===== config.mk =====
export PLATFORM = sky130hd
export DESIGN_NAME = jsm_ctrl
export DESIGN_NICKNAME = d
export VERILOG_FILES = /design/src/sv/julia_set_membership_core_defines.svh /design/src/sv/jsm_pkg.sv /design/src/sv/jsm_ctrl.sv
export SDC_FILE = /design/constraint.sdc
export NUM_CORES = 1
export LEC_CHECK = 0
export ABC_AREA = 1
export ABC_CLOCK_PERIOD_IN_PS = 2300
export BUFFER_PORTS_ARGS = -buffer_cell sky130_fd_sc_hd__clkbuf_2
export CAP_MARGIN = 10
export CORE_AREA = 5 5 42 44
export DETAILED_ROUTE_END_ITERATION = 12
export DIE_AREA = 0 0 47 49
export PLACE_DENSITY = 0.42
export SLEW_MARGIN = 20
export SYNTH_ARGS = -nofsm -noshare
export SYNTH_HDL_FRONTEND = slang
export SYNTH_SLANG_ARGS = --single-unit

===== constraint.sdc =====
create_clock -name clk_i -period 2.3 [get_ports clk_i]
set_input_delay 0.23 -clock clk_i [delete_from_list [all_inputs] [get_ports clk_i]]
set_output_delay 0.23 -clock clk_i [all_outputs]
set_load 0.02 [all_outputs]

===== src/sv/julia_set_membership_core_defines.svh =====
// ----------------------------------------------------------------------------
// Julia set membership core: assertion macros
// Shared property wrappers, clocked on clk_i and quiet while rst_ni is low.
// ----------------------------------------------------------------------------
`ifndef JULIA_SET_MEMBERSHIP_CORE_DEFINES_SVH
`define JULIA_SET_MEMBERSHIP_CORE_DEFINES_SVH

// Same-cycle implication.
`define JSM_ASSERT_IMP(lbl, ante, cons, msg) \
  lbl: assert property (@(posedge clk_i) disable iff (!rst_ni) (ante) |-> (cons)) \
    else $error(msg);

// Next-cycle implication.
`define JSM_ASSERT_NXT(lbl, ante, cons, msg) \
  lbl: assert property (@(posedge clk_i) disable iff (!rst_ni) (ante) |=> (cons)) \
    else $error(msg);

`endif


===== src/sv/jsm_pkg.sv =====
// ----------------------------------------------------------------------------
// Julia set membership package
// Word types, register map, reset values and controller interface types.
// ----------------------------------------------------------------------------
package jsm_pkg;

  localparam int unsigned CoordBits = 12;
  localparam int unsigned FracBits  = 16;
  // Components at or beyond 2^7 whole units have escaped for any escape_sq.
  localparam int unsigned BoundLog2 = 7;

  // Start point: coordinate times an 18-bit step, plus a 32-bit origin.
  localparam int unsigned ProdW  = CoordBits + 19;
  localparam int unsigned StartW = ((ProdW > 32) ? ProdW : 32) + 1;

  localparam int unsigned CfgDataW = 32;
  localparam int unsigned CfgAddrW = 5;

  typedef enum logic [2:0] {
    RegCReal    = 3'd0,
    RegCImag    = 3'd1,
    RegMaxIter  = 3'd2,
    RegEscapeSq = 3'd3,
    RegXStart   = 3'd4,
    RegXStep    = 3'd5,
    RegYStart   = 3'd6,
    RegYStep    = 3'd7
  } jsm_reg_e;

  localparam logic [18:0] CRealRst    = 19'd0;
  localparam logic [18:0] CImagRst    = 19'd32768;
  localparam logic [15:0] MaxIterRst  = 16'd200;
  localparam logic [13:0] EscapeSqRst = 14'd10000;
  localparam logic [31:0] XStartRst   = 32'hFFFE_0000;
  localparam logic [17:0] XStepRst    = 18'd2185;
  localparam logic [31:0] YStartRst   = 32'h0002_0000;
  localparam logic [17:0] YStepRst    = 18'h3F333;

  typedef struct packed {
    logic [CoordBits-1:0] col;
    logic [CoordBits-1:0] row;
  } jsm_in_t;

  typedef struct packed {
    logic                 in_set;
    logic [CoordBits-1:0] out_col;
    logic [CoordBits-1:0] out_row;
  } jsm_out_t;

  typedef struct packed {
    logic [18:0] c_real;
    logic [18:0] c_imag;
    logic [15:0] max_iter;
    logic [13:0] escape_sq;
    logic [31:0] x_start;
    logic [17:0] x_step;
    logic [31:0] y_start;
    logic [17:0] y_step;
  } jsm_cfg_t;

  typedef struct packed {
    logic load_pix;
    logic init_z;
    logic step;
    logic finish;
    logic load_out;
  } jsm_cmd_t;

  typedef struct packed {
    logic escaped;
    logic last;
  } jsm_sts_t;

endpackage


===== src/sv/jsm_ctrl.sv =====
// ----------------------------------------------------------------------------
// Julia set membership controller
// Sequences one pixel at a time: capture, start point, iterate, hand off.
// ----------------------------------------------------------------------------
module jsm_ctrl (
  input  logic              clk_i,
  input  logic              rst_ni,
  input  logic              in_valid_i,
  output logic              in_ready_o,
  output logic              out_valid_o,
  input  logic              out_ready_i,
  input  jsm_pkg::jsm_sts_t sts_i,
  output jsm_pkg::jsm_cmd_t cmd_o
);
  import jsm_pkg::*;

  typedef enum logic [3:0] {
    StIdle = 4'b0001,
    StInit = 4'b0010,
    StIter = 4'b0100,
    StDone = 4'b1000
  } state_e;

  state_e   state_q, state_d;
  logic     out_valid_q, out_valid_d;
  jsm_cmd_t cmd;

  assign in_ready_o  = (state_q == StIdle);
  assign out_valid_o = out_valid_q;
  assign cmd_o       = cmd;

  always_comb begin
    state_d     = state_q;
    cmd         = '0;
    out_valid_d = out_valid_q && !out_ready_i;
    unique case (state_q)
      StIdle: begin
        if (in_valid_i) begin
          cmd.load_pix = 1'b1;
          state_d      = StInit;
        end
      end
      StInit: begin
        cmd.init_z = 1'b1;
        state_d    = StIter;
      end
      StIter: begin
        // The bound test runs before every step and once after the last one.
        if (sts_i.escaped || sts_i.last) begin
          cmd.finish = 1'b1;
          state_d    = StDone;
        end else begin
          cmd.step = 1'b1;
        end
      end
      StDone: begin
        if (!out_valid_q || out_ready_i) begin
          cmd.load_out = 1'b1;
          out_valid_d  = 1'b1;
          state_d      = StIdle;
        end
      end
      default: state_d = StIdle;
    endcase
  end

  always_ff @(posedge clk_i or negedge rst_ni) begin
    if (!rst_ni) begin
      state_q     <= StIdle;
      out_valid_q <= 1'b0;
    end else begin
      state_q     <= state_d;
      out_valid_q <= out_valid_d;
    end
  end

endmodule


; Word-level counts from Yosys, hierarchy flattened
; Cells that the tools add are included.
[totals]
n_memories = 0
ff_bits = 5
rom_bits = 0
wordCells = 29
ram_bits = 0
out_inout_bits = 7
latch_bits = 0
[op_classes]
muxes = 14
magnitude_cmp = 0
add_sub_neg = 0
div = 0
reduce_logical = 6
shift = 0
bitwise = 0
eq_ne = 7
n_mul = 0
[op_table]
columns = operator, count
row1 = $pmux 4 s4, 1
row2 = $mux 4, 3
row3 = $mux 1, 9
row4 = $ne 2x2->1 const B, 3
row5 = $eq 4x1->1 const B, 1
row6 = $eq 4x2->1 const B, 1
row7 = $eq 4x3->1 const B, 1
row8 = $eq 4x4->1 const B, 1
row9 = $reduce_and 3->1, 1
row10 = $logic_not 1->1, 2
row11 = $logic_or 1x1->1, 2
row12 = $mux 2, 1
row13 = $logic_and 1x1->1, 1

; Logic depth before layout (Yosys ltp)
[depth]
depth_word = 4
depth_mapped = 6

; Least setup slack after synthesis
; No wires, ideal clock.
[synth_timing]
kind = reg2out
startpoint = reg state_q[0]
endpoint = out cmd_o[4] (netlist bit)
path_buffers = 0
slack_ns = 1.040
path_stages_with_launch = 5
arrival_ns = 1.030
required_ns = 2.070
path_cell_list = dfstp_2 > inv_1 > nor2_1 > nand2_2 > nor2_1
[synth_rtl]
columns = item, line
row1 = start: declaration, jsm_ctrl.sv:24  ; state_e state_q, state_d;
row2 = start signal: assignment, jsm_ctrl.sv:69  ; state_q <= StIdle;
row3 = start signal: assignment, jsm_ctrl.sv:72  ; state_q <= state_d;
row4 = end: declaration, jsm_ctrl.sv:13  ; output jsm_pkg::jsm_cmd_t cmd_o

==> impl_results.md <==
- Hold_ws: between 0.2 and 0.25 ns
- Startpoint Class: register
- M1 GR Usage: 0.06920
- Setup TNS Final: 0 ns
- Syn avg cell area: approximately 7.3 µm²
- DRT iter0 DRCs: 4
- Post-Synthesis Cells: 38
- Slew Viols, Final: 0
- GRT Max-Usage Layer: met2
- Crit share post-route: 0.6592
- Relative max-transition margin: 0.8560
- Final net count: 61
- CP required: approximately 2.1 ns
- Leak Pwr: around 0.00024 µW
- Worst path arrival time: 1.29 ns
- Via count: roughly 280
- CTS tree: yes
- Number of max-cap violations: 0
- Die Wd: around 47 µm
- Clock Skew: roughly 0.0015 ns
- Power Density: between 1000 and 1500 nW/µm²
- Fraction of layout cells with a size suffix above 1: 0.4074
- Number of I/O pins: 13
- Peak VDD IR: 0.0003677 V
- Port Buffers: 12
- RD Place Congestion: 0.7242
- FF+latch count, synth: 5
- Wire per inst: 8.214 µm
- Clock slew at reported path FFs: about 0.04 ns
- Reg2reg path depth: 6
- Mapped Area: between 200 and 300 µm²
- Met3 Track Usage GR: 0.02583
- Max incr delay on CP: about 0.53 ns
- CP Cell Sequence: inv_1 > nor2_1 > nand2_2 > nor2_1 > clkbuf_2
- Number of synthesized flops with an enable pin: 0
- Cts bufs inserted: 3
- Dpl ws: ~1.0 ns
- Most frequent cells in the layout: clkbuf_2 (12), nor2_1 (9), inv_1 (7)
- Site Rows: 14
- Outcome: finished clean
- Area delta synth->final: 39.01%
- Crit path buffers/inverters: 2
- Core area: roughly 1400 µm²
- Worst Path Max Fanout: 4
- Drt drc: 0
- Post-DP HPWL: between 400 and 500 µm
- Fmax: ~660 MHz
- RSZ-0062 raised after global routing: false
- Largest net degree at the start of global routing: 6
- Cell depth of the worst hold path: 2
- Drt total wl: 575 µm
- Total track usage: 0.06653
- Syn Nets: 44
- Root Buffer: clkbuf_4
- Async set-reset flop share out of synthesis: 1.000
- Clk sinks: 5
- Slowest stage cell, crit path: dfstp_2
- Setup Buffers After CTS: 0
- Ys Warns: 0
- Pre-Repair DR Iteration Count: 2
- Antenna violations before repair: 0
- Crit path kind: register to output pin
- Critical path depth in cells: 5
- Register area share after synthesis: 0.4529
- Hold WC Path Type: input pin to register
- Family with the most delay on the worst path: flip-flops
- Antenna cells: 0
- Worst slew pin tran: roughly 0.22 ns
- First-pass GRT wire length: just over 1000 µm
- Die footprint: about 2300 µm²
- Htree depth: 1
- Vias in the first global route: between 200 and 300
- Top FF cell, synth: dfrtp_1
- Final number of setup-violating endpoints: 0
- Via density: approximately 4.0
- CP endpoint kind: output pin
- Antenna viol nets, final: 0
- Commonest non-fill, non-tap cell in the layout: clkbuf_2
- Initial Util: 0.1991
- Grt total ovfl: 0
- Grt met2 use: 0.08597
- Fin. Hold Viols: 0
- Total power draw: around 430 µW
- Worst-Skew Late Latency: about 0.25 ns
- Min Tclk post-route: about 1.5 ns
- Cell mode on critical path: nor2_1
- Distinct cells, synth: 14
- Setup ws final: just under 0.8 ns
- Clock tree buffer depth: 2
- Die H: 49 µm
==> power breakdown <==
group | switching, µW | total (µW) | internal [µW]
sequential | 17.3 | 136 | 119
clock | 37.5 | 103 | 65.7
combinational | 130 | 194 | 63.8
==> through the flow <==
stage | cell area [µm²] | instances | utilization
after detailed placement | 351.6 | 65 | 0.2509
after floorplan | 279.0 | 38 | -
after CTS | 387.9 | 70 | 0.2768
after global placement | 351.6 | 65 | 0.2509
after global routing | 387.9 | 70 | 0.2768
final | 387.9 | 70 | 0.2768
==> cell families (layout without fill, tap and decap cells) <==
family                 after synthesis  after routing  synth area share
AO/OA/AOI/OAI                        3              3           0.06724
flip-flops                           5              5            0.4529
buffers and inverters                9             25            0.1345
AND/OR/NAND/NOR                     21             21            0.3453
==> synthesized netlist by cell type (2+ instances only) <==
| master | n | share of area |
|---|---|---|
| dfrtp_1 | 4 | 0.36 |
| inv_1 | 7 | 0.094 |
| nand2_1 | 5 | 0.067 |
| nand3_1 | 3 | 0.054 |
| nor2_1 | 9 | 0.12 |
| nor2_2 | 2 | 0.045 |
==> flip-flops by register name, summed over array words and instances (netlist names) <==
signal and cells:
out_valid_o 1, state_q 4
==> metal layers <==
| metal | up-vias | routed length, µm |
|---|---|---|
| li1 | 143 | - |
| met1 | 121 | 229 |
| met2 | 11 | 274 |
| met3 | 3 | 45 |
| met4 | 0 | 25 |
| met5 | - | 0 |
==> repair_timing <==
| action | 4_1_cts | 5_1_grt |
|---|---|---|
| resized for setup | 0 | 0 |
| hold endpoints to repair | 5 | 0 |
| hold buffers | 1 | 0 |
==> area by class of cell <==
type / count / area [µm²]
Tap cell: 16 / 20.02
Clock buffer: 4 / 26.28
Timing Repair Buffer: 13 / 70.07
Sequential cell: 5 / 126.4
Fill cell: 167 / 1013
Multi-Input combinational cell: 24 / 115.1
Inverter: 8 / 30.03
==> final timing paths <==
| check | startpoint | endpoint | slack [ns] |
|---|---|---|---|
| max | state_q[0] | cmd_o[4] | 0.78 |
| min | out_ready_i | out_valid_o | 0.20 |
| max reg2reg | state_q[0] | state_q[0] | 1.29 |
| min reg2reg | out_valid_o | out_valid_o | 0.55 |
| max in group asynchronous | rst_ni | state_q[0] | 1.76 |
| min in group asynchronous | rst_ni | state_q[1] | 0.33 |
No activity file was read; power rests on OpenSTA's default activity.
