<file path="config.mk">
export PLATFORM = sky130hd
export DESIGN_NAME = jsm_regs
export DESIGN_NICKNAME = d
export VERILOG_FILES = /design/src/sv/julia_set_membership_core_defines.svh /design/src/sv/jsm_pkg.sv /design/src/sv/jsm_regs.sv
export SDC_FILE = /design/constraint.sdc
export NUM_CORES = 1
export LEC_CHECK = 0
export BUFFER_PORTS_ARGS = -buffer_cell sky130_fd_sc_hd__buf_2
export CORE_MARGIN = 4
export CORE_UTILIZATION = 36
export DETAILED_ROUTE_END_ITERATION = 8
export GPL_ROUTABILITY_DRIVEN = 1
export GPL_TIMING_DRIVEN = 0
export MAX_ROUTING_LAYER = met4
export RECOVER_POWER = 50
export SKIP_LAST_GASP = 1
export SLEW_MARGIN = 20
export SYNTH_ARGS = -nofsm -noshare
export SYNTH_HDL_FRONTEND = slang
export SYNTH_SLANG_ARGS = --single-unit
</file>
<file path="constraint.sdc">
create_clock -name clk_i -period 1.6 [get_ports clk_i]
set_clock_uncertainty 0.15 [all_clocks]
set_input_delay 0.16 -clock clk_i [delete_from_list [all_inputs] [get_ports clk_i]]
set_output_delay 0.16 -clock clk_i [all_outputs]
set_load 0.1 [all_outputs]
</file>
<file path="src/sv/julia_set_membership_core_defines.svh">
// ----------------------------------------------------------------------------
// Julia set membership core: assertion macros
// Shared property wrappers, clocked on clk_i and quiet while rst_ni is low.
// ----------------------------------------------------------------------------
`ifndef JULIA_SET_MEMBERSHIP_CORE_DEFINES_SVH
`define JULIA_SET_MEMBERSHIP_CORE_DEFINES_SVH

// Same-cycle implication.
`define JSM_ASSERT_IMP(lbl, ante, cons, msg) \
  lbl: assert property (@(posedge clk_i) disable iff (!rst_ni) (ante) |-> (cons)) \
    else $error(msg);

// Next-cycle implication.
`define JSM_ASSERT_NXT(lbl, ante, cons, msg) \
  lbl: assert property (@(posedge clk_i) disable iff (!rst_ni) (ante) |=> (cons)) \
    else $error(msg);

`endif

</file>
<file path="src/sv/jsm_pkg.sv">
// ----------------------------------------------------------------------------
// Julia set membership package
// Word types, register map, reset values and controller interface types.
// ----------------------------------------------------------------------------
package jsm_pkg;

  localparam int unsigned CoordBits = 12;
  localparam int unsigned FracBits  = 16;
  // Components at or beyond 2^7 whole units have escaped for any escape_sq.
  localparam int unsigned BoundLog2 = 7;

  // Start point: coordinate times an 18-bit step, plus a 32-bit origin.
  localparam int unsigned ProdW  = CoordBits + 19;
  localparam int unsigned StartW = ((ProdW > 32) ? ProdW : 32) + 1;

  localparam int unsigned CfgDataW = 32;
  localparam int unsigned CfgAddrW = 5;

  typedef enum logic [2:0] {
    RegCReal    = 3'd0,
    RegCImag    = 3'd1,
    RegMaxIter  = 3'd2,
    RegEscapeSq = 3'd3,
    RegXStart   = 3'd4,
    RegXStep    = 3'd5,
    RegYStart   = 3'd6,
    RegYStep    = 3'd7
  } jsm_reg_e;

  localparam logic [18:0] CRealRst    = 19'd0;
  localparam logic [18:0] CImagRst    = 19'd32768;
  localparam logic [15:0] MaxIterRst  = 16'd200;
  localparam logic [13:0] EscapeSqRst = 14'd10000;
  localparam logic [31:0] XStartRst   = 32'hFFFE_0000;
  localparam logic [17:0] XStepRst    = 18'd2185;
  localparam logic [31:0] YStartRst   = 32'h0002_0000;
  localparam logic [17:0] YStepRst    = 18'h3F333;

  typedef struct packed {
    logic [CoordBits-1:0] col;
    logic [CoordBits-1:0] row;
  } jsm_in_t;

  typedef struct packed {
    logic                 in_set;
    logic [CoordBits-1:0] out_col;
    logic [CoordBits-1:0] out_row;
  } jsm_out_t;

  typedef struct packed {
    logic [18:0] c_real;
    logic [18:0] c_imag;
    logic [15:0] max_iter;
    logic [13:0] escape_sq;
    logic [31:0] x_start;
    logic [17:0] x_step;
    logic [31:0] y_start;
    logic [17:0] y_step;
  } jsm_cfg_t;

  typedef struct packed {
    logic load_pix;
    logic init_z;
    logic step;
    logic finish;
    logic load_out;
  } jsm_cmd_t;

  typedef struct packed {
    logic escaped;
    logic last;
  } jsm_sts_t;

endpackage

</file>
<file path="src/sv/jsm_regs.sv">
// ----------------------------------------------------------------------------
// Julia set membership configuration registers
// APB-style register file holding the Julia constant, iteration limit,
// escape radius and the pixel-to-plane mapping.
// ----------------------------------------------------------------------------
module jsm_regs (
  input  logic                          clk_i,
  input  logic                          rst_ni,
  input  logic                          psel,
  input  logic                          penable,
  input  logic                          pwrite,
  input  logic [jsm_pkg::CfgAddrW-1:0]  paddr,
  input  logic [jsm_pkg::CfgDataW-1:0]  pwdata,
  output logic [jsm_pkg::CfgDataW-1:0]  prdata,
  output logic                          pready,
  output jsm_pkg::jsm_cfg_t             cfg_o
);
  import jsm_pkg::*;

  jsm_cfg_t cfg_q, cfg_d;
  jsm_reg_e idx;
  logic     wr_en;

  assign idx    = jsm_reg_e'(paddr[CfgAddrW-1:2]);
  assign wr_en  = psel && penable && pwrite;
  assign pready = 1'b1;
  assign cfg_o  = cfg_q;

  always_comb begin
    cfg_d = cfg_q;
    if (wr_en) begin
      unique case (idx)
        RegCReal:    cfg_d.c_real    = pwdata[18:0];
        RegCImag:    cfg_d.c_imag    = pwdata[18:0];
        RegMaxIter:  cfg_d.max_iter  = pwdata[15:0];
        RegEscapeSq: cfg_d.escape_sq = pwdata[13:0];
        RegXStart:   cfg_d.x_start   = pwdata[31:0];
        RegXStep:    cfg_d.x_step    = pwdata[17:0];
        RegYStart:   cfg_d.y_start   = pwdata[31:0];
        RegYStep:    cfg_d.y_step    = pwdata[17:0];
        default:     cfg_d = cfg_q;
      endcase
    end
  end

  always_comb begin
    unique case (idx)
      RegCReal:    prdata = CfgDataW'(cfg_q.c_real);
      RegCImag:    prdata = CfgDataW'(cfg_q.c_imag);
      RegMaxIter:  prdata = CfgDataW'(cfg_q.max_iter);
      RegEscapeSq: prdata = CfgDataW'(cfg_q.escape_sq);
      RegXStart:   prdata = CfgDataW'(cfg_q.x_start);
      RegXStep:    prdata = CfgDataW'(cfg_q.x_step);
      RegYStart:   prdata = CfgDataW'(cfg_q.y_start);
      RegYStep:    prdata = CfgDataW'(cfg_q.y_step);
      default:     prdata = '0;
    endcase
  end

  always_ff @(posedge clk_i or negedge rst_ni) begin
    if (!rst_ni) begin
      cfg_q.c_real    <= CRealRst;
      cfg_q.c_imag    <= CImagRst;
      cfg_q.max_iter  <= MaxIterRst;
      cfg_q.escape_sq <= EscapeSqRst;
      cfg_q.x_start   <= XStartRst;
      cfg_q.x_step    <= XStepRst;
      cfg_q.y_start   <= YStartRst;
      cfg_q.y_step    <= YStepRst;
    end else begin
      cfg_q <= cfg_d;
    end
  end

endmodule

</file>
# Word level (Yosys, flattened, before mapping)

Index checks and enable logic that the tools add are counted.

Equal/unequal tests: 7
Mux-type cells: 1
Reduce and logical (&&, ||, !) cells: 11

Operator list:

| operator                                             | count |
|---|---|
| case mux 32 bit (8 select lines)                     | 1 |
| AND reduction 2 bit                                  | 8 |
| equality test 3 bit (second input constant)          | 4 |
| equality test 3 x 2 -> 1 bit (second input constant) | 2 |
| equality test 3 x 1 -> 1 bit (second input constant) | 1 |
| logical NOT 3 bit                                    | 1 |
| logical AND 1 bit                                    | 2 |

Flip-flop bits (word level): 168
Input port bits: 42
Output and inout port bits: 201

# Depth between registers and ports, before layout

Gate-level depths: netlist of the first run.

Depth after elaboration: 3
Gate-level depth with buffers: 7
Depth with buffers taken out: 4

# Least setup slack after synthesis of the first run

Ideal clock, no wire load.

Kind: reg-to-output
Start: register cfg_q (netlist bit cfg_o[129])
End: output prdata[15] (netlist name)
Arrival: 2.907 ns
Path slack: -1.617 ns
Stages on the path, launching flop included: 5
Buffers on the path: 0
Cell sequence: dfrtp_1 nor2b_1 nor3_1 a21oi_1 a31oi_1

Word-level cells in the longest chain between the ends: 1

Ends and longest elaborated chain:

| item                             | line           | source |
|---|---|---|
| start: declaration               | jsm_regs.sv:20 | `jsm_cfg_t cfg_q, cfg_d;` |
| start signal: assignment         | jsm_regs.sv:71 | `cfg_q <= cfg_d;` |
| case mux 32 bit (8 select lines) | jsm_regs.sv:47 | `unique case (idx)` |
| end: declaration                 | jsm_regs.sv:14 | `output logic [jsm_pkg::CfgDataW-1:0] prdata,` |

No other way between the ends.

# Worst setup path in the final report of the first run

Start: register cfg_q (netlist bit cfg_o[14])
End: output prdata[14] (netlist name)

The elaborated chain is that of the path after synthesis.

==> results.json, run 1 <==
{
  "status": "complete, but fails checks",
  "failed_checks": "setup timing",
  "worst_setup_path_end_kind": "primary output",
  "grt_start_max_net_pins": 95,
  "tightest_slew_ns": 1.09,
  "peakVddDrop_uv": 930,
  "combPwrFrac_pct": 52.7,
  "ys_warn_count": 0,
  "cts_root_buffer": "clkbuf_16",
  "drtAntennaViolNets": 0,
  "synth_compound_area_share_pct": 5.67,
  "synth-edff-count": 0,
  "async_flop_share_pct": 100,
  "cts_sinks": 168,
  "postSynthCellCount": 560,
  "h-tree-depth": 4,
  "drt_first_iter_violations": 261,
  "overflow": 0,
  "clockPowerShare_pct": 18.3,
  "path_max_fanout": 3,
  "r2r_slack_ns": 0.42,
  "drt_pass1_iterations": 4,
  "rsz0062_at_grt": "yes",
  "place.detailed.hpwl_mm": 18.6,
  "insertion_delay_ns": 0.42,
  "totalWireLength_mm": 27.6,
  "final_layout_size_suffix_gt1_share_pct": 81.5,
  "post-route-util_pct": 60.3,
  "finalWorstSetupSlack_ns": -0.555,
  "synth_top_family_by_area": "multiplexers",
  "synthMuxAreaShare_pct": 32.2,
  "p_total_w": 0.0220,
  "p_sw_w": 0.0110,
  "grt_pass1_vias": 6478,
  "finalWeightedCongestion": 0.808,
  "die-area_um2": 23700,
  "min-delay-path-class": "input pin to register",
  "placed_cell_area_um2": 10200,
  "crit_type": "register to primary output",
  "synth_fa_ha_area_share_pct": 0,
  "antennaDiodeCount": 0,
  "regArea_um2": 4630,
  "r2r_cells": 3,
  "hold_end": "cfg_o[129]$_DFFE_PN0P_",
  "power.internal_w": 0.0110,
  "syn_nets": 602,
  "finalNetCount": 920,
  "avgRoutedWirePerCell_um": 23.6,
  "grt_usage_pct": 23.3,
  "maxSlewViolCount": 0,
  "min_from": "paddr[2]",
  "slew_headroom_pct": 27.3,
  "largest_register_ffs": 168,
  "period_needed_ns": 2.16,
  "syn_to_final_growth_pct": 64.9,
  "synth_area_um2": 7680,
  "synth_area_per_cell_um2": 13.7,
  "hold_depth": 3,
  "slowest_stage": "dfstp_4",
  "portBuffers": 238,
  "fin_area_um2": 12700,
  "clockBufferDepth": 2,
  "r2r_start": "cfg_o[113]$_DFFE_PN1P_",
  "setup_viol": 208,
  "cts_tree": "done",
  "hold_viol": 0,
  "fill_cells": 1604,
  "yosys.area_share.simple_pct": 4.07,
  "antenna_found_initial": 0,
  "ys_seq_area_share_pct": 55.4,
  "die_w_um": 154,
  "multi_input_area_um2": 3790,
  "numCtsBuffers": 17,
  "synth.distinct_cells": 36,
  "min_period_over_period_pct": 135,
  "synth_ff_type": "dfrtp_1",
  "leakage_nw": 5.45,
  "setup_tns_ns": -26.95,
  "num_rows": 53,
  "arrival_ns": 1.85,
  "maxCapViolCount": 0,
  "core-area_um2": 21000,
  "num_io_pins": 243,
  "slowest_delay_ns": 0.61,
  "switching_share_pct": 49.9,
  "path_clk_slew_ns": 0.06,
  "start_kind": "register",
  "max_freq_mhz": 464,
  "route.detailed.drc": 0,
  "synth_xor_area_share_pct": 0,
  "die_y_um": 154,
  "p_per_area_nw_per_um2": 1740,
  "whs_ns": 0.0800,
  "r2r_end": "cfg_o[113]$_DFFE_PN1P_",
  "vias_per_cell": 5.14,
  "seqPwrFrac_pct": 29.0,
  "synth_seq_cells": 168,
  "path_cells": "and3_1, a21oi_1, a22o_1, a21oi_4, buf_12",
  "initial_core_util_pct": 36.6,
  "required_ns": 1.29,
  "num_vias": 5996,
  "grt_pass1_wl_mm": 40.2
}
## synth_stat cells, types with 2 or more instances
library cell,instances,area share (%)
o22a_1,15,1.7
mux2i_1,58,7.6
a21oi_1,7,0.46
buf_1,2,0.098
nand2_1,7,0.34
clkbuf_1,8,0.39
nor2b_1,2,0.16
nor2_1,36,1.8
a211oi_1,15,1.5
o21ai_0,3,0.20
o21bai_1,2,0.20
nand2b_1,5,0.41
dfstp_2,41,14
dfrtp_1,127,41
mux2_2,168,25
nor2_2,4,0.33
buf_4,6,0.59
inv_1,3,0.15
o22ai_1,14,1.1
buf_2,20,1.3
or3_1,2,0.16
## final cells by class
class,count,area share [%]
Buffer,37,2.55
Clock buffer,24,3.72
Clock inverter,8,0.780
Inverter,3,0.0888
Multi-Input combinational cell,352,29.9
Sequential cell,168,36.5
Tap cell,275,2.71
Timing Repair Buffer,299,23.7
## power groups by stage
stage | Sequential [W] | Clock (W) | Combinational (W)
2_1_floorplan | 0.0125 | 0 | 0.00234
3_3_place_gp | 0.00631 | 0 | 0.00999
3_5_place_dp | 0.00638 | 0 | 0.0101
4_1_cts | 0.00639 | 0.00413 | 0.0111
5_1_grt | 0.00649 | 0.00431 | 0.0119
6_report | 0.00638 | 0.00404 | 0.0116
## stage by stage
step | setup WS [ns] | std cells
global placement | -2.85 | 1073
finish | -0.555 | 1166
CTS | -0.585 | 1148
floorplan | -0.539 | 560
detailed placement | -1.07 | 1074
global route | -0.624 | 1166
## worst max path at each step
stage / from / to / slack [ns] / cells past startpoint
2_1_floorplan: cfg_o[14]$_DFFE_PN1P_ / prdata[14] / -0.54 / 4
3_3_place_gp: rst_ni / cfg_o[130]$_DFFE_PN0P_ / -2.85 / 1
3_5_place_dp: paddr[4] / prdata[15] / -1.07 / 6
4_1_cts: cfg_o[14]$_DFFE_PN1P_ / prdata[14] / -0.58 / 5
5_1_grt: cfg_o[14]$_DFFE_PN1P_ / prdata[14] / -0.62 / 5
6_report: cfg_o[14]$_DFFE_PN1P_ / prdata[14] / -0.56 / 5
## worst max-delay path, delay by kind of cell (launching register included)
kind | cells | cell delay [ns]
flip-flops | 1 | 0.61
AO/OA/AOI/OAI | 3 | 0.46
buffers and inverters | 1 | 0.19
AND/OR/NAND/NOR | 1 | 0.16
## cell families (layout without fill, tap and decap cells)
| group | Yosys count | after routing |
|---|---|---|
| DFF | 168 | 168 |
| muxes | 226 | 226 |
| AOI/OAI and AO/OA | 61 | 61 |
| other | 1 | 1 |
| and+or+nand+nor | 64 | 64 |
| buffers and inverters | 40 | 371 |
## routing by layer
metal | vias up | track usage [%] | share of wire [%]
li1 | 2672 | - | -
met1 | 3086 | 30.0 | 43
met2 | 217 | 36.6 | 49
met3 | 21 | 5.71 | 6.9
met4 | 0 | 6.98 | 1.5
met5 | - | - | 0
## placed cells by master (no fill, tap or decap), types with 4 or more instances in the layout
| cell type | instances |
|---|---|
| mux2i_1 | 39 |
| nand2b_1 | 5 |
| buf_6 | 24 |
| o22a_4 | 15 |
| clkbuf_4 | 47 |
| clkbuf_8 | 4 |
| a211oi_1 | 5 |
| dfrtp_1 | 13 |
| a21oi_1 | 4 |
| dlygate4sd3_1 | 33 |
| buf_12 | 65 |
| clkbuf_2 | 10 |
| nand2_1 | 6 |
| mux2_2 | 166 |
| buf_2 | 103 |
| mux2i_4 | 14 |
| nor2_4 | 13 |
| dfrtp_2 | 80 |
| clkbuf_1 | 5 |
| dfstp_4 | 39 |
| nor2_1 | 25 |
| buf_8 | 7 |
| dfrtp_4 | 34 |
| a211oi_2 | 10 |
| buf_4 | 43 |
| clkbuf_16 | 18 |
| o22ai_1 | 11 |
| mux2i_2 | 5 |
## what timing repair did
action                                  4_1_cts  5_1_grt
hold endpoints to repair                    242        0
pin swaps                                    29       34
hold buffers                                 33        0
resized for setup                           290      121
endpoints found under the setup margin      135      117
setup buffers                                 9       21
gates cloned                                  0        0
(Power assumes the default switching activity.)
==> inputs of run 2 (changes only) <==
--- a/config.mk
+++ b/config.mk
@@ -8,6 +8,7 @@
 export BUFFER_PORTS_ARGS = -buffer_cell sky130_fd_sc_hd__buf_2
 export CORE_MARGIN = 4
 export CORE_UTILIZATION = 36
+export CTS_BUF_LIST = sky130_fd_sc_hd__clkbuf_8
 export DETAILED_ROUTE_END_ITERATION = 8
 export GPL_ROUTABILITY_DRIVEN = 1
 export GPL_TIMING_DRIVEN = 0
==> run 2 against run 1 <==
The flow still finishes with violations (setup timing). Combinational power barely moved. Global-route usage is 0.24 points higher. Largest cell class unchanged. Maximum frequency down 1.3%. Final area decreased by 0.11%. Via count rose by 0.43%. Sequential share of layout area hardly changed. Highest routed layer unchanged.
==> results.json, run 2 (synthesis results as in run 1) <==
{
  "crit_type": "register to primary output",
  "drt_first_iter_violations": 273,
  "antenna_found_initial": 0,
  "min-delay-path-class": "input pin to register",
  "setup_tns_ns": -27.34,
  "rsz0062_at_grt": "yes",
  "p_total_w": 0.0212,
  "final_layout_size_suffix_gt1_share_pct": 81.0,
  "totalWireLength_mm": 27.4,
  "overflow": 0,
  "whs_ns": 0.0374,
  "cts_tree": "done",
  "path_clk_slew_ns": 0.09,
  "top_layer_used": "met4",
  "wl_met2_mm": 13.3,
  "route.detailed.drc": 0,
  "finalWeightedCongestion": 0.808,
  "fill_cells": 1611,
  "drt_pass1_iterations": 4,
  "path_max_fanout": 2,
  "fin_area_um2": 12700,
  "cts_sinks": 168,
  "maxCapViolCount": 0,
  "placed_cell_area_um2": 10200,
  "multi_input_area_um2": 3750,
  "cts_root_buffer": "clkbuf_8",
  "mostFrequentLayoutCell": "mux2_2",
  "grt_pass1_wl_mm": 40.6,
  "initial_core_util_pct": 36.6,
  "period_needed_ns": 2.18,
  "die-area_um2": 23700,
  "finalNetCount": 919,
  "portBuffers": 238,
  "insertion_delay_ns": 0.46,
  "core-area_um2": 21000,
  "failed_checks": "setup timing",
  "wl_met1_mm": 11.8,
  "num_vias": 6022,
  "maxSlewViolCount": 0,
  "drtAntennaViolNets": 0,
  "numCtsBuffers": 17,
  "die_y_um": 154,
  "leakage_nw": 5.43,
  "tightest_slew_ns": 1.08,
  "finalWorstSetupSlack_ns": -0.583,
  "antennaDiodeCount": 0,
  "syn_to_final_growth_pct": 64.8,
  "worst_setup_path_end_kind": "primary output",
  "status": "complete, but fails checks",
  "final_cell_mix": "166 x mux2_2, 131 x buf_4, 80 x dfrtp_2",
  "num_io_pins": 243,
  "setup_viol": 163,
  "vias_per_cell": 5.17,
  "avgRoutedWirePerCell_um": 23.6,
  "hold_viol": 0,
  "place.detailed.hpwl_mm": 18.6,
  "wl_met3_mm": 1.97,
  "grt_pass1_vias": 6415,
  "start_kind": "register",
  "peakVddDrop_uv": 906,
  "grt_usage_pct": 23.5,
  "arrival_ns": 1.87,
  "grt_start_max_net_pins": 95,
  "regArea_um2": 4630,
  "p_per_area_nw_per_um2": 1680,
  "h-tree-depth": 4,
  "num_rows": 53,
  "clockBufferDepth": 2,
  "post-route-util_pct": 60.2,
  "slew_headroom_pct": 28.1,
  "max_freq_mhz": 458,
  "largest_register_ffs": 168,
  "min_period_over_period_pct": 136,
  "die_w_um": 154,
  "required_ns": 1.29
}
[run 2: cell count changes in the layout (fill, tap and decap cells not counted), sizes merged]
cell,delta
buf,+31
clkbuf,-37
inv,+5
[run 2: stage by stage]
stage | setup slack [ns] | instances
2_1_floorplan | -0.539 | 560
3_3_place_gp | -2.85 | 1073
3_5_place_dp | -1.07 | 1074
4_1_cts | -0.623 | 1144
5_1_grt | -0.671 | 1165
6_report | -0.583 | 1165
[run 2: worst paths after layout]
kind	cells after the start	endpoint	slack, ns	from
max	5	prdata[14]	-0.58	cfg_o[14]$_DFFE_PN1P_
min	3	cfg_o[118]$_DFFE_PN0P_	0.04	paddr[2]
max reg2reg	3	cfg_o[50]$_DFFE_PN1P_	0.41	cfg_o[50]$_DFFE_PN1P_
min reg2reg	1	cfg_o[134]$_DFFE_PN0P_	0.38	cfg_o[134]$_DFFE_PN0P_
max in group asynchronous	3	cfg_o[68]$_DFFE_PN0P_	-0.02	rst_ni
min in group asynchronous	2	cfg_o[138]$_DFFE_PN0P_	0.31	rst_ni
[run 2: final cells by class]
| type | instances | area share [%] |
|---|---|---|
| Sequential cell | 168 | 36.6 |
| Multi-Input combinational cell | 352 | 29.6 |
| Timing Repair Buffer | 298 | 25.5 |
| Tap cell | 275 | 2.72 |
| Buffer | 37 | 2.50 |
| Clock buffer | 19 | 2.07 |
| Clock inverter | 13 | 0.929 |
| Inverter | 3 | 0.0889 |
[run 2: layer usage]
layer,vias up,GRT usage (%)
met5,-,-
met4,0,6.01
met3,27,6.14
met2,226,36.9
met1,3087,30.6
li1,2682,-
[run 2: critical path: stages, from the launching register on]
cell and delay, ns:
dfstp_4 0.61, and3_1 0.15, a21oi_1 0.04, a22o_1 0.25
a21oi_4 0.16, buf_12 0.19
[run 2: timing repair]
action	4_1_cts	5_1_grt
gates resized for setup	414	66
buffers inserted	5	22
setup endpoints to repair	224	103
pin swaps	24	27
hold endpoints to repair	242	0
hold buffers	33	0
[run 2: report_power, final]
part | switching (W) | internal [W] | leakage, nW
Combinational | 0.00849 | 0.00336 | 3.30
Sequential | 0.000862 | 0.00554 | 1.92
Clock | 0.00155 | 0.00144 | 0.208
